## config.mk

```make
export PLATFORM = sky130hd
export DESIGN_NAME = led_matrix_framebuffer_refresh_flat
export DESIGN_NICKNAME = d
export VERILOG_FILES = /design/src/rtl/lmf_pkg.sv /design/src/rtl/lmf_if.sv /design/src/rtl/led_matrix_framebuffer_refresh.sv /design/src/rtl/lmf_ctrl.sv /design/src/rtl/lmf_datapath.sv /design/src/flat_wrapper.sv
export SDC_FILE = /design/constraint.sdc
export NUM_CORES = 1
export LEC_CHECK = 0
export ABC_CLOCK_PERIOD_IN_PS = 6050
export BUFFER_PORTS_ARGS = -buffer_cell sky130_fd_sc_hd__buf_2
export CAP_MARGIN = 20
export CORE_MARGIN = 1
export CORE_UTILIZATION = 25
export DETAILED_ROUTE_END_ITERATION = 8
export SYNTH_ARGS = -nofsm -noshare
export SYNTH_HDL_FRONTEND = slang
export SYNTH_SLANG_ARGS = --single-unit
```

## constraint.sdc

```tcl
create_clock -name clk -period 6.05 [get_ports clk]
set_input_delay 0.605 -clock clk [delete_from_list [all_inputs] [get_ports clk]]
set_output_delay 0.605 -clock clk [all_outputs]
set_load 0.02 [all_outputs]
```

## src/rtl/lmf_pkg.sv

```systemverilog
package lmf_pkg;

  // Field widths
  localparam int CmdW       = 2;
  localparam int CoordW     = 4;
  localparam int RowW       = 16;
  localparam int IntensityW = 4;
  localparam int CountW     = 9;
  localparam int WordW      = 16;

  // Frame store: 16 entries, each one half-row (two module lines, 16 pixels)
  localparam int Entries = 16;
  localparam int AddrW   = $clog2(Entries);
  localparam int PosW    = $clog2(RowW);

  // Refresh sequence: 15 chip-select groups of 4 words
  localparam int WordsPerGroup = 4;
  localparam int Groups        = 15;
  localparam int RefreshWords  = Groups * WordsPerGroup;
  localparam int WordIdxW      = $clog2(RefreshWords);
  localparam int GroupW        = WordIdxW - $clog2(WordsPerGroup);

  localparam logic [WordIdxW-1:0] LastWord = WordIdxW'(RefreshWords - 1);
  localparam logic [CountW-1:0]   AllLit   = CountW'(Entries * RowW);

  // Group numbers in the refresh sequence
  localparam logic [GroupW-1:0] GrpDigitFirst = GroupW'(1);
  localparam logic [GroupW-1:0] GrpDigitLast  = GroupW'(8);
  localparam logic [GroupW-1:0] GrpDecode     = GroupW'(9);
  localparam logic [GroupW-1:0] GrpIntensity  = GroupW'(10);
  localparam logic [GroupW-1:0] GrpScanLimit  = GroupW'(11);
  localparam logic [GroupW-1:0] GrpTest       = GroupW'(12);
  localparam logic [GroupW-1:0] GrpShutdown   = GroupW'(13);

  // Setup words of the driver chips
  localparam logic [WordW-1:0] WordNoop      = 16'h0000;
  localparam logic [WordW-1:0] WordDecode    = 16'h0900;
  localparam logic [WordW-1:0] WordIntensity = 16'h0A00;
  localparam logic [WordW-1:0] WordScanLimit = 16'h0B07;
  localparam logic [WordW-1:0] WordTest      = 16'h0F00;
  localparam logic [WordW-1:0] WordShutdown  = 16'h0C01;

  localparam logic [IntensityW-1:0] IntensityReset = 4'h1;

  typedef enum logic [CmdW-1:0] {
    CMD_SET_PIXEL = 2'd0,
    CMD_FILL      = 2'd1,
    CMD_ROW_WRITE = 2'd2,
    CMD_REFRESH   = 2'd3
  } cmd_e_t;

  typedef enum logic [1:0] {
    ST_IDLE,
    ST_EXEC,
    ST_REFRESH
  } state_t;

  // Controller to datapath
  typedef struct packed {
    logic                capture;    // latch input fields, read their entry
    logic                exec;       // do the pixel/fill/row operation
    logic                refresh;    // refresh sequence running
    logic                emit;       // load one refresh word into the output
    logic [WordIdxW-1:0] word_idx;
    logic [WordIdxW-1:0] word_idx_nxt;
  } lmf_ctl_t;

  // Datapath to controller
  typedef struct packed {
    logic out_free;
  } lmf_sts_t;

  // Entry holding row y: line y&7, upper modules for the top half
  function automatic logic [AddrW-1:0] row_entry(input logic [CoordW-1:0] y);
    return {y[2:0], ~y[3]};
  endfunction

  // Bit of pixel column x inside an entry; leftmost pixel in bit 7 of each byte
  function automatic logic [PosW-1:0] pix_pos(input logic [CoordW-1:0] x);
    return {x[3], ~x[2:0]};
  endfunction

  // Row pattern (bit x = column x) to entry bit order
  function automatic logic [RowW-1:0] row_to_entry(input logic [RowW-1:0] row);
    logic [RowW-1:0] e;
    e = '0;
    for (int i = 0; i < RowW; i++) begin
      e[pix_pos(CoordW'(i))] = row[i];
    end
    return e;
  endfunction

  // Entry read for refresh word n: byte n-4, two bytes per entry
  function automatic logic [AddrW-1:0] word_entry(input logic [WordIdxW-1:0] n);
    logic [WordIdxW-2:0] half;
    half = n[WordIdxW-1:1] - (WordIdxW-1)'(2);
    return half[AddrW-1:0];
  endfunction

  function automatic logic [4:0] pop16(input logic [RowW-1:0] v);
    logic [4:0] s;
    s = '0;
    for (int i = 0; i < RowW / 4; i++) begin
      s = s + 5'(v[4*i]) + 5'(v[4*i+1]) + 5'(v[4*i+2]) + 5'(v[4*i+3]);
    end
    return s;
  endfunction

  // Serial word for position n of the refresh sequence
  function automatic logic [WordW-1:0] refresh_word(input logic [WordIdxW-1:0] n,
                                                    input logic [7:0] data,
                                                    input logic [IntensityW-1:0] inten);
    logic [GroupW-1:0] g;
    logic [WordW-1:0]  w;
    g = n[WordIdxW-1:WordIdxW-GroupW];
    case (g) inside
      [GrpDigitFirst:GrpDigitLast]: w = {(8-GroupW)'(0), g, data};
      GrpDecode:    w = WordDecode;
      GrpIntensity: w = WordIntensity | WordW'(inten);
      GrpScanLimit: w = WordScanLimit;
      GrpTest:      w = WordTest;
      GrpShutdown:  w = WordShutdown;
      default:      w = WordNoop;
    endcase
    return w;
  endfunction

endpackage

```

## src/rtl/lmf_if.sv

```systemverilog
// Command channel
interface lmf_in_if;
  logic        valid;
  logic        ready;
  logic [1:0]  cmd;
  logic [3:0]  x;
  logic [3:0]  y;
  logic        on;
  logic [15:0] row_bits;

  modport source (output valid, cmd, x, y, on, row_bits, input ready);
  modport sink   (input valid, cmd, x, y, on, row_bits, output ready);
endinterface

// Result channel
interface lmf_out_if;
  logic        valid;
  logic        ready;
  logic        old_pixel;
  logic [8:0]  lit_count;
  logic [15:0] serial_word;
  logic        group_end;
  logic        last;

  modport source (output valid, old_pixel, lit_count, serial_word, group_end, last,
                  input ready);
  modport sink   (input valid, old_pixel, lit_count, serial_word, group_end, last,
                  output ready);
endinterface

```

## src/rtl/led_matrix_framebuffer_refresh.sv

```systemverilog
// Framebuffer and refresh sequencer for a 16x16 display of four cascaded
// 8x8 LED matrix drivers.
// in_chan (valid/ready) takes commands: set pixel, fill, row write, refresh.
// out_chan (valid/ready) returns results: one for set pixel, fill and row
// write (last=1), sixty serial words for refresh, group_end on every fourth,
// last on the final one. Every result carries the current lit-pixel count.
// cfg_we/cfg_wdata write the 4-bit intensity; write it only while idle.
// After a command is transferred, the controller enters its execute or
// refresh state and loads each result into the output register once it is
// free. Set pixel, fill and row write: accept, then a read-modify-write of
// one frame-store entry. Refresh: one word per cycle while out_chan is not
// stalled, the frame-store read one word ahead of the output register.
// A stalled receiver holds the result in the output register; the sequencer
// waits and resumes the cycle out_chan.ready returns. A new command can be
// taken while the last result of the previous one is still waiting.
// Reset (rst_n low, synchronous) clears the picture to dark, the lit count
// to zero and the intensity to 1; no clearing pass is needed.
module led_matrix_framebuffer_refresh (
  input  logic                           clk,
  input  logic                           rst_n,
  lmf_in_if.sink                         in_chan,
  lmf_out_if.source                      out_chan,
  input  logic                           cfg_we,
  input  logic [lmf_pkg::IntensityW-1:0] cfg_wdata
);
  import lmf_pkg::*;

  lmf_ctl_t ctl;
  lmf_sts_t sts;

  lmf_ctrl u_ctrl (
    .clk      (clk),
    .rst_n    (rst_n),
    .in_valid (in_chan.valid),
    .in_cmd   (in_chan.cmd),
    .in_ready (in_chan.ready),
    .sts      (sts),
    .ctl      (ctl)
  );

  lmf_datapath u_dp (
    .clk             (clk),
    .rst_n           (rst_n),
    .cfg_we          (cfg_we),
    .cfg_wdata       (cfg_wdata),
    .in_cmd          (in_chan.cmd),
    .in_x            (in_chan.x),
    .in_y            (in_chan.y),
    .in_on           (in_chan.on),
    .in_row_bits     (in_chan.row_bits),
    .ctl             (ctl),
    .sts             (sts),
    .out_valid       (out_chan.valid),
    .out_ready       (out_chan.ready),
    .out_old_pixel   (out_chan.old_pixel),
    .out_lit_count   (out_chan.lit_count),
    .out_serial_word (out_chan.serial_word),
    .out_group_end   (out_chan.group_end),
    .out_last        (out_chan.last)
  );

endmodule

```

## src/rtl/lmf_ctrl.sv

```systemverilog
module lmf_ctrl (
  input  logic             clk,
  input  logic             rst_n,
  input  logic             in_valid,
  input  logic [1:0]       in_cmd,
  output logic             in_ready,
  input  lmf_pkg::lmf_sts_t sts,
  output lmf_pkg::lmf_ctl_t ctl
);
  import lmf_pkg::*;

  state_t              state_r, state_nxt;
  logic [WordIdxW-1:0] cnt_r, cnt_nxt;

  // State and word counter
  always_ff @(posedge clk) begin
    if (!rst_n) begin
      state_r <= ST_IDLE;
      cnt_r   <= '0;
    end else begin
      state_r <= state_nxt;
      cnt_r   <= cnt_nxt;
    end
  end

  // Next state and commands
  always_comb begin
    state_nxt   = state_r;
    cnt_nxt     = cnt_r;
    in_ready    = 1'b0;
    ctl.capture = 1'b0;
    ctl.exec    = 1'b0;
    ctl.refresh = 1'b0;
    ctl.emit    = 1'b0;
    case (state_r)
      ST_IDLE: begin
        in_ready = 1'b1;
        if (in_valid) begin
          ctl.capture = 1'b1;
          cnt_nxt     = '0;
          if (cmd_e_t'(in_cmd) == CMD_REFRESH) state_nxt = ST_REFRESH;
          else                                 state_nxt = ST_EXEC;
        end
      end
      ST_EXEC: begin
        if (sts.out_free) begin
          ctl.exec  = 1'b1;
          state_nxt = ST_IDLE;
        end
      end
      ST_REFRESH: begin
        ctl.refresh = 1'b1;
        if (sts.out_free) begin
          ctl.emit = 1'b1;
          if (cnt_r == LastWord) begin
            cnt_nxt   = '0;
            state_nxt = ST_IDLE;
          end else begin
            cnt_nxt = cnt_r + WordIdxW'(1);
          end
        end
      end
      default: state_nxt = ST_IDLE;
    endcase
    ctl.word_idx     = cnt_r;
    ctl.word_idx_nxt = cnt_nxt;
  end

endmodule

```

## src/rtl/lmf_datapath.sv

```systemverilog
module lmf_datapath (
  input  logic                                clk,
  input  logic                                rst_n,
  input  logic                                cfg_we,
  input  logic [lmf_pkg::IntensityW-1:0]      cfg_wdata,
  input  logic [lmf_pkg::CmdW-1:0]            in_cmd,
  input  logic [lmf_pkg::CoordW-1:0]          in_x,
  input  logic [lmf_pkg::CoordW-1:0]          in_y,
  input  logic                                in_on,
  input  logic [lmf_pkg::RowW-1:0]            in_row_bits,
  input  lmf_pkg::lmf_ctl_t                   ctl,
  output lmf_pkg::lmf_sts_t                   sts,
  output logic                                out_valid,
  input  logic                                out_ready,
  output logic                                out_old_pixel,
  output logic [lmf_pkg::CountW-1:0]          out_lit_count,
  output logic [lmf_pkg::WordW-1:0]           out_serial_word,
  output logic                                out_group_end,
  output logic                                out_last
);
  import lmf_pkg::*;

  // Frame store: one entry per half-row, bytes of two adjacent modules
  logic [RowW-1:0]       mem [Entries];
  logic [Entries-1:0]    valid_r;
  logic                  fill_r;
  logic [RowW-1:0]       rd_data_r;
  logic                  rd_valid_r;
  logic [AddrW-1:0]      rd_addr;

  logic [IntensityW-1:0] intensity_r;
  logic [CountW-1:0]     lit_r, lit_nxt;

  cmd_e_t                cmd_r;
  logic [CoordW-1:0]     x_r, y_r;
  logic                  on_r;
  logic [RowW-1:0]       row_r;

  logic                  out_valid_r;
  logic                  old_pixel_r, group_end_r, last_r;
  logic [CountW-1:0]     lit_count_r;
  logic [WordW-1:0]      serial_word_r;

  logic [RowW-1:0]       cur, pix_mask, row_mask, wr_data;
  logic [PosW-1:0]       pos;
  logic                  old_pix;
  logic                  wr_en;

  // Configuration register
  always_ff @(posedge clk) begin
    if (!rst_n)      intensity_r <= IntensityReset;
    else if (cfg_we) intensity_r <= cfg_wdata;
  end

  // Input capture
  always_ff @(posedge clk) begin
    if (ctl.capture) begin
      cmd_r <= cmd_e_t'(in_cmd);
      x_r   <= in_x;
      y_r   <= in_y;
      on_r  <= in_on;
      row_r <= in_row_bits;
    end
  end

  // Read address: new item, refresh word ahead of the counter, or held item
  always_comb begin
    if (ctl.capture)      rd_addr = row_entry(in_y);
    else if (ctl.refresh) rd_addr = word_entry(ctl.word_idx_nxt);
    else                  rd_addr = row_entry(y_r);
  end

  // Memory with registered read
  always_ff @(posedge clk) begin
    rd_data_r <= mem[rd_addr];
    if (wr_en) mem[row_entry(y_r)] <= wr_data;
  end

  // Entry valid bits; an unwritten entry reads as the last fill value
  always_ff @(posedge clk) begin
    if (!rst_n) begin
      valid_r    <= '0;
      fill_r     <= 1'b0;
      rd_valid_r <= 1'b0;
    end else begin
      rd_valid_r <= valid_r[rd_addr];
      if (ctl.exec && cmd_r == CMD_FILL) begin
        valid_r <= '0;
        fill_r  <= on_r;
      end else if (wr_en) begin
        valid_r[row_entry(y_r)] <= 1'b1;
      end
    end
  end

  assign cur = rd_valid_r ? rd_data_r : {RowW{fill_r}};

  // Pixel and row update
  assign pos      = pix_pos(x_r);
  assign pix_mask = RowW'(1) << pos;
  assign old_pix  = cur[pos];
  assign row_mask = row_to_entry(row_r);
  assign wr_en    = ctl.exec && (cmd_r == CMD_SET_PIXEL || cmd_r == CMD_ROW_WRITE);

  always_comb begin
    wr_data = cur | row_mask;
    lit_nxt = lit_r;
    case (cmd_r)
      CMD_SET_PIXEL: begin
        wr_data = on_r ? (cur | pix_mask) : (cur & ~pix_mask);
        if (on_r && !old_pix)      lit_nxt = lit_r + CountW'(1);
        else if (!on_r && old_pix) lit_nxt = lit_r - CountW'(1);
      end
      CMD_FILL:      lit_nxt = on_r ? AllLit : '0;
      CMD_ROW_WRITE: lit_nxt = lit_r + CountW'(pop16(row_mask & ~cur));
      default:       lit_nxt = lit_r;
    endcase
  end

  // Lit-pixel counter
  always_ff @(posedge clk) begin
    if (!rst_n)        lit_r <= '0;
    else if (ctl.exec) lit_r <= lit_nxt;
  end

  // Output register
  always_ff @(posedge clk) begin
    if (!rst_n)                        out_valid_r <= 1'b0;
    else if (ctl.exec || ctl.emit)     out_valid_r <= 1'b1;
    else if (out_ready)                out_valid_r <= 1'b0;
  end

  always_ff @(posedge clk) begin
    if (ctl.exec) begin
      old_pixel_r   <= (cmd_r == CMD_SET_PIXEL) ? old_pix : 1'b0;
      lit_count_r   <= lit_nxt;
      serial_word_r <= WordNoop;
      group_end_r   <= 1'b0;
      last_r        <= 1'b1;
    end else if (ctl.emit) begin
      old_pixel_r   <= 1'b0;
      lit_count_r   <= lit_r;
      serial_word_r <= refresh_word(ctl.word_idx,
                                    ctl.word_idx[0] ? cur[15:8] : cur[7:0],
                                    intensity_r);
      group_end_r   <= (ctl.word_idx[1:0] == 2'd3);
      last_r        <= (ctl.word_idx == LastWord);
    end
  end

  assign sts.out_free    = !out_valid_r || out_ready;
  assign out_valid       = out_valid_r;
  assign out_old_pixel   = old_pixel_r;
  assign out_lit_count   = lit_count_r;
  assign out_serial_word = serial_word_r;
  assign out_group_end   = group_end_r;
  assign out_last        = last_r;

endmodule

```

## src/flat_wrapper.sv

```systemverilog
// flat-port wrapper written by rule: the top's interface ports become plain ports
module led_matrix_framebuffer_refresh_flat import lmf_pkg::*;
  (clk, rst_n, cfg_we, cfg_wdata, in_chan_valid, in_chan_cmd, in_chan_x, in_chan_y, in_chan_on, in_chan_row_bits, in_chan_ready, out_chan_valid, out_chan_old_pixel, out_chan_lit_count, out_chan_serial_word, out_chan_group_end, out_chan_last, out_chan_ready);
  lmf_in_if in_chan_i ();
  lmf_out_if out_chan_i ();
  input  logic clk;
  input  logic rst_n;
  input  logic cfg_we;
  input  logic [lmf_pkg::IntensityW-1:0] cfg_wdata;
  input wire logic [$bits(in_chan_i.valid)-1:0] in_chan_valid;
  input wire logic [$bits(in_chan_i.cmd)-1:0] in_chan_cmd;
  input wire logic [$bits(in_chan_i.x)-1:0] in_chan_x;
  input wire logic [$bits(in_chan_i.y)-1:0] in_chan_y;
  input wire logic [$bits(in_chan_i.on)-1:0] in_chan_on;
  input wire logic [$bits(in_chan_i.row_bits)-1:0] in_chan_row_bits;
  output wire logic [$bits(in_chan_i.ready)-1:0] in_chan_ready;
  output wire logic [$bits(out_chan_i.valid)-1:0] out_chan_valid;
  output wire logic [$bits(out_chan_i.old_pixel)-1:0] out_chan_old_pixel;
  output wire logic [$bits(out_chan_i.lit_count)-1:0] out_chan_lit_count;
  output wire logic [$bits(out_chan_i.serial_word)-1:0] out_chan_serial_word;
  output wire logic [$bits(out_chan_i.group_end)-1:0] out_chan_group_end;
  output wire logic [$bits(out_chan_i.last)-1:0] out_chan_last;
  input wire logic [$bits(out_chan_i.ready)-1:0] out_chan_ready;
  assign in_chan_i.valid = in_chan_valid;
  assign in_chan_i.cmd = in_chan_cmd;
  assign in_chan_i.x = in_chan_x;
  assign in_chan_i.y = in_chan_y;
  assign in_chan_i.on = in_chan_on;
  assign in_chan_i.row_bits = in_chan_row_bits;
  assign in_chan_ready = in_chan_i.ready;
  assign out_chan_valid = out_chan_i.valid;
  assign out_chan_old_pixel = out_chan_i.old_pixel;
  assign out_chan_lit_count = out_chan_i.lit_count;
  assign out_chan_serial_word = out_chan_i.serial_word;
  assign out_chan_group_end = out_chan_i.group_end;
  assign out_chan_last = out_chan_i.last;
  assign out_chan_i.ready = out_chan_ready;
  led_matrix_framebuffer_refresh u_core (.clk(clk), .rst_n(rst_n), .in_chan(in_chan_i), .out_chan(out_chan_i), .cfg_we(cfg_we), .cfg_wdata(cfg_wdata));
endmodule
```

==> flow_summary.yaml <==
clock_tree:
  h-tree-depth: 2
  cts_hold_buffers: 0
  clock_sinks: 363
  cts_root_buffer: "clkbuf_16"
  ctsLongestPathBuffers: 3
  cts.reportedPaths.clkPinSlew_ns: 0.06
  cts_setup_buffers: 0
  cts_buffers: 39
  cts_resized: 0
  clk_latency_ns: 0.57
  cts_tree: "done"
placement:
  place_area_um2: 17700
  portBuffers: 61
  routabilityCongestion: 0.859
  hpwl_um: 26800
pwr:
  p_switching_mw: 1.70
  pwr_density_cell_nw_per_um2: 331
  vdd_ir_drop_max_uv: 182
  internal-power_mw: 4.59
  comb_power_share: 0.171
  clkPwrFrac: 0.367
  p_seq_frac: 0.462
  p_sw_frac: 0.271
  p_leak_nw: 6.90
routing:
  dr.pass1.iters: 5
  drc: 0
  drtIter0Drc: 1009
  wl_per_cell_um: 18.6
  via_per_inst: 4.74
  ant_nets: 0
  vias: 10800
  routed_wl_um: 42600
floorplanning:
  core-area_um2: 64600
  die_h_um: 258
  placementRows: 93
  io_pins: 66
  dieArea_um2: 66500
  start_util: 0.253
  die-width_um: 258
critical_path:
  critPathSlowestCell: "fa_1"
  critical_path_required_ns: 6.34
  critical_path.startpoint_type: "flip-flop"
  arrival_ns: 6.04
  cp_top_family: "adder cells"
  crit_chain: "nor2b_1 > buf_4 > a21oi_1 > and2_1 > fa_1 > inv_1 > fa_1 > fa_1 > fa_1 > fa_1 > fa_1 > nand2b_1 > a21oi_1 > o21ai_0 > o21ai_0 > and3_1 > nor3_1 > or3_1"
  crit_top_cell: "fa_1"
  path_buf_inv: 2
  max_stage_delay_ns: 0.54
  end_kind: "flip-flop"
  critPathKind: "reg -> reg"
  cp_max_fo: 16
sta:
  finalHoldViolCount: 0
  fin_worst_skew_ns: 0.0217
  setup_viol: 0
  hold_slack_ns: 0.222
  slew_headroom: 0.120
  final.min_clock_period_ns: 5.75
  fin_setup_tns_ns: 0
  period_share: 0.950
  clock.fmax_ghz: 0.174
  tightest_slew_ns: 1.32
  slew_violations: 0
  rsz0062_at_grt: "no"
logic_synthesis:
  synth_top_area_share: 0.538
  synth-seq-cells: 363
  yosys_warnings: 0
  synth_cells: 1338
  synthTopCellsByArea: "edfxtp_1 (54%), mux2i_1 (10%), dfxtp_1 (8.6%), nand2_1 (3.8%), a21oi_1 (3.2%)"
  post-synth-top-count-cell: "edfxtp_1"
  synth_area_per_cell_um2: 12.2
  synth_edf_count: 293
  synth_top_cell_by_area: "edfxtp_1"
  synth.top_cells.by_count: "edfxtp_1 (293), mux2i_1 (165), nand2_1 (165)"
  synth_area_um2: 16400
  synth.distinct_cells: 77
  async_flop_share: 0
  ys_seq_area_frac: 0.623
  ys.flop_type: "edfxtp_1"
finish:
  final_util: 0.294
  nets: 1465
  num_antenna_cells: 0
  n_fill_cell: 6490
  fin_area_um2: 19000
  syn2layout_area_growth_pct: 16.2
  drive_gt1_frac: 0.142
min_path:
  hold_class: "in -> reg"
grt:
  antenna_found_initial: 0
  grt_pass1_wl_um: 64900
  grt_max_degree: 74
  grt_overflow: 0
  track_usage: 0.127
  grt_pass1_vias: 10400
flow_run:
  drv_cap: 0
outcome:
  status: "complete, no violations"
through the flow:
step                cells  worst slack [ns]  power (mW)
finish               2289             0.305        6.29
global route         2289            0.0342        6.56
CTS                  2279             0.314        6.34
detailed placement   2209             0.334        4.02
global placement     2206             0.390        4.00
floorplan            1341             0.608        3.71
registers in the layout, summed over array words and instances, names as in the netlist, 6 cells and up:
signal / count
u_core.u_dp.mem: 256
u_core.u_dp.out_lit_count: 9
u_core.u_dp.valid_r: 16
u_core.u_dp.out_serial_word: 12
u_core.u_dp.rd_data_r: 16
u_core.u_dp.lit_r: 9
u_core.u_ctrl.cnt_r: 6
u_core.u_dp.row_r: 16
area by class of cell:
class / count / area (um^2) / area share
Multi-Input combinational cell: 867 / 5750 / 0.302
Tap cell: 855 / 1070 / 0.0563
Sequential cell: 363 / 10200 / 0.537
Timing Repair Buffer: 104 / 651 / 0.0342
Inverter: 30 / 113 / 0.00592
Clock buffer: 51 / 1050 / 0.0554
Clock inverter: 19 / 176 / 0.00928
worst reg2reg max path, cell delays in order (launching register included):
cell	delay, ns
dfxtp_1	0.39
nor2b_1	0.26
buf_4	0.25
a21oi_1	0.07
and2_1	0.20
fa_1	0.54
inv_1	0.05
fa_1	0.46
fa_1	0.51
fa_1	0.52
fa_1	0.47
fa_1	0.40
nand2b_1	0.19
a21oi_1	0.28
o21ai_0	0.11
o21ai_0	0.16
and3_1	0.20
nor3_1	0.06
or3_1	0.38
layout by cell type (no fill, tap or decap), types with 6 or more instances in the layout:
cell type  Yosys  layout
o21ai_0       58      57
buf_2         18      61
a31oi_1        8       8
and2_1         8       7
a21o_1        12      12
nor3_1        48      43
fa_1          12      12
dfxtp_1       70      70
clkbuf_1      34      10
mux2i_1      165     165
ha_1          12      12
nor2_1        93      79
nand4_1       10      10
inv_1         30      30
o21bai_1       7       7
nor2_2         1      12
a21oi_1      103     103
nor4_1         6       6
nand3_1       21      21
clkbuf_16      0      40
nand2_1      165     164
clkinv_1       0       9
edfxtp_1     293     293
nor3_2         1       6
mux2_2         7       7
nor2b_1        8       8
buf_4         14      40
nand2b_1      17      17
power by group through the flow:
stage                     registers, mW  clock network, mW  logic (mW)
after detailed placement           2.96                  0        1.06
after CTS                          2.91               2.37        1.07
after global routing               2.91               2.46        1.19
final                              2.91               2.31        1.07
after floorplan                    2.94                  0       0.767
after global placement             2.96                  0        1.04
kinds of logic (layout without fill, tap and decap cells):
family / Yosys count / in the layout / share of synthesized area
AOI/OAI and AO/OA: 249 / 249 / 0.0931
xor gates and xnor gates: 4 / 4 / 0.00214
adders and majority gates: 24 / 24 / 0.0239
buffers and inverters: 111 / 204 / 0.0319
DFF: 363 / 363 / 0.623
muxes: 175 / 175 / 0.109
other: 1 / 4 / 0.000229
and+or+nand+nor: 411 / 411 / 0.116
routing by layer:
layer  vias to the layer above  routed length [um]  track usage
li1                       5055                   -            -
met4                         0                 913       0.0319
met3                        71                2510       0.0236
met5                         -                   0            0
met1                      5352               19100        0.173
met2                       361               20100        0.207
path summary, 6_finish.rpt:
kind / start / end / slack, ns / cells after the start
max: u_core.u_dp.fill_r$_SDFFE_PN0P_ / u_core.u_dp.out_lit_count[6]$_DFFE_PP_ / 0.30 / 18
min: in_chan_x[2] / u_core.u_dp.x_r[2]$_DFFE_PP_ / 0.22 / 1
max reg2reg: u_core.u_dp.fill_r$_SDFFE_PN0P_ / u_core.u_dp.out_lit_count[6]$_DFFE_PP_ / 0.30 / 18
min reg2reg: u_core.u_dp.out_group_end$_SDFFE_PP0P_ / u_core.u_dp.out_group_end$_SDFFE_PP0P_ / 0.45 / 2
No activity file was read; power rests on OpenSTA's default activity.
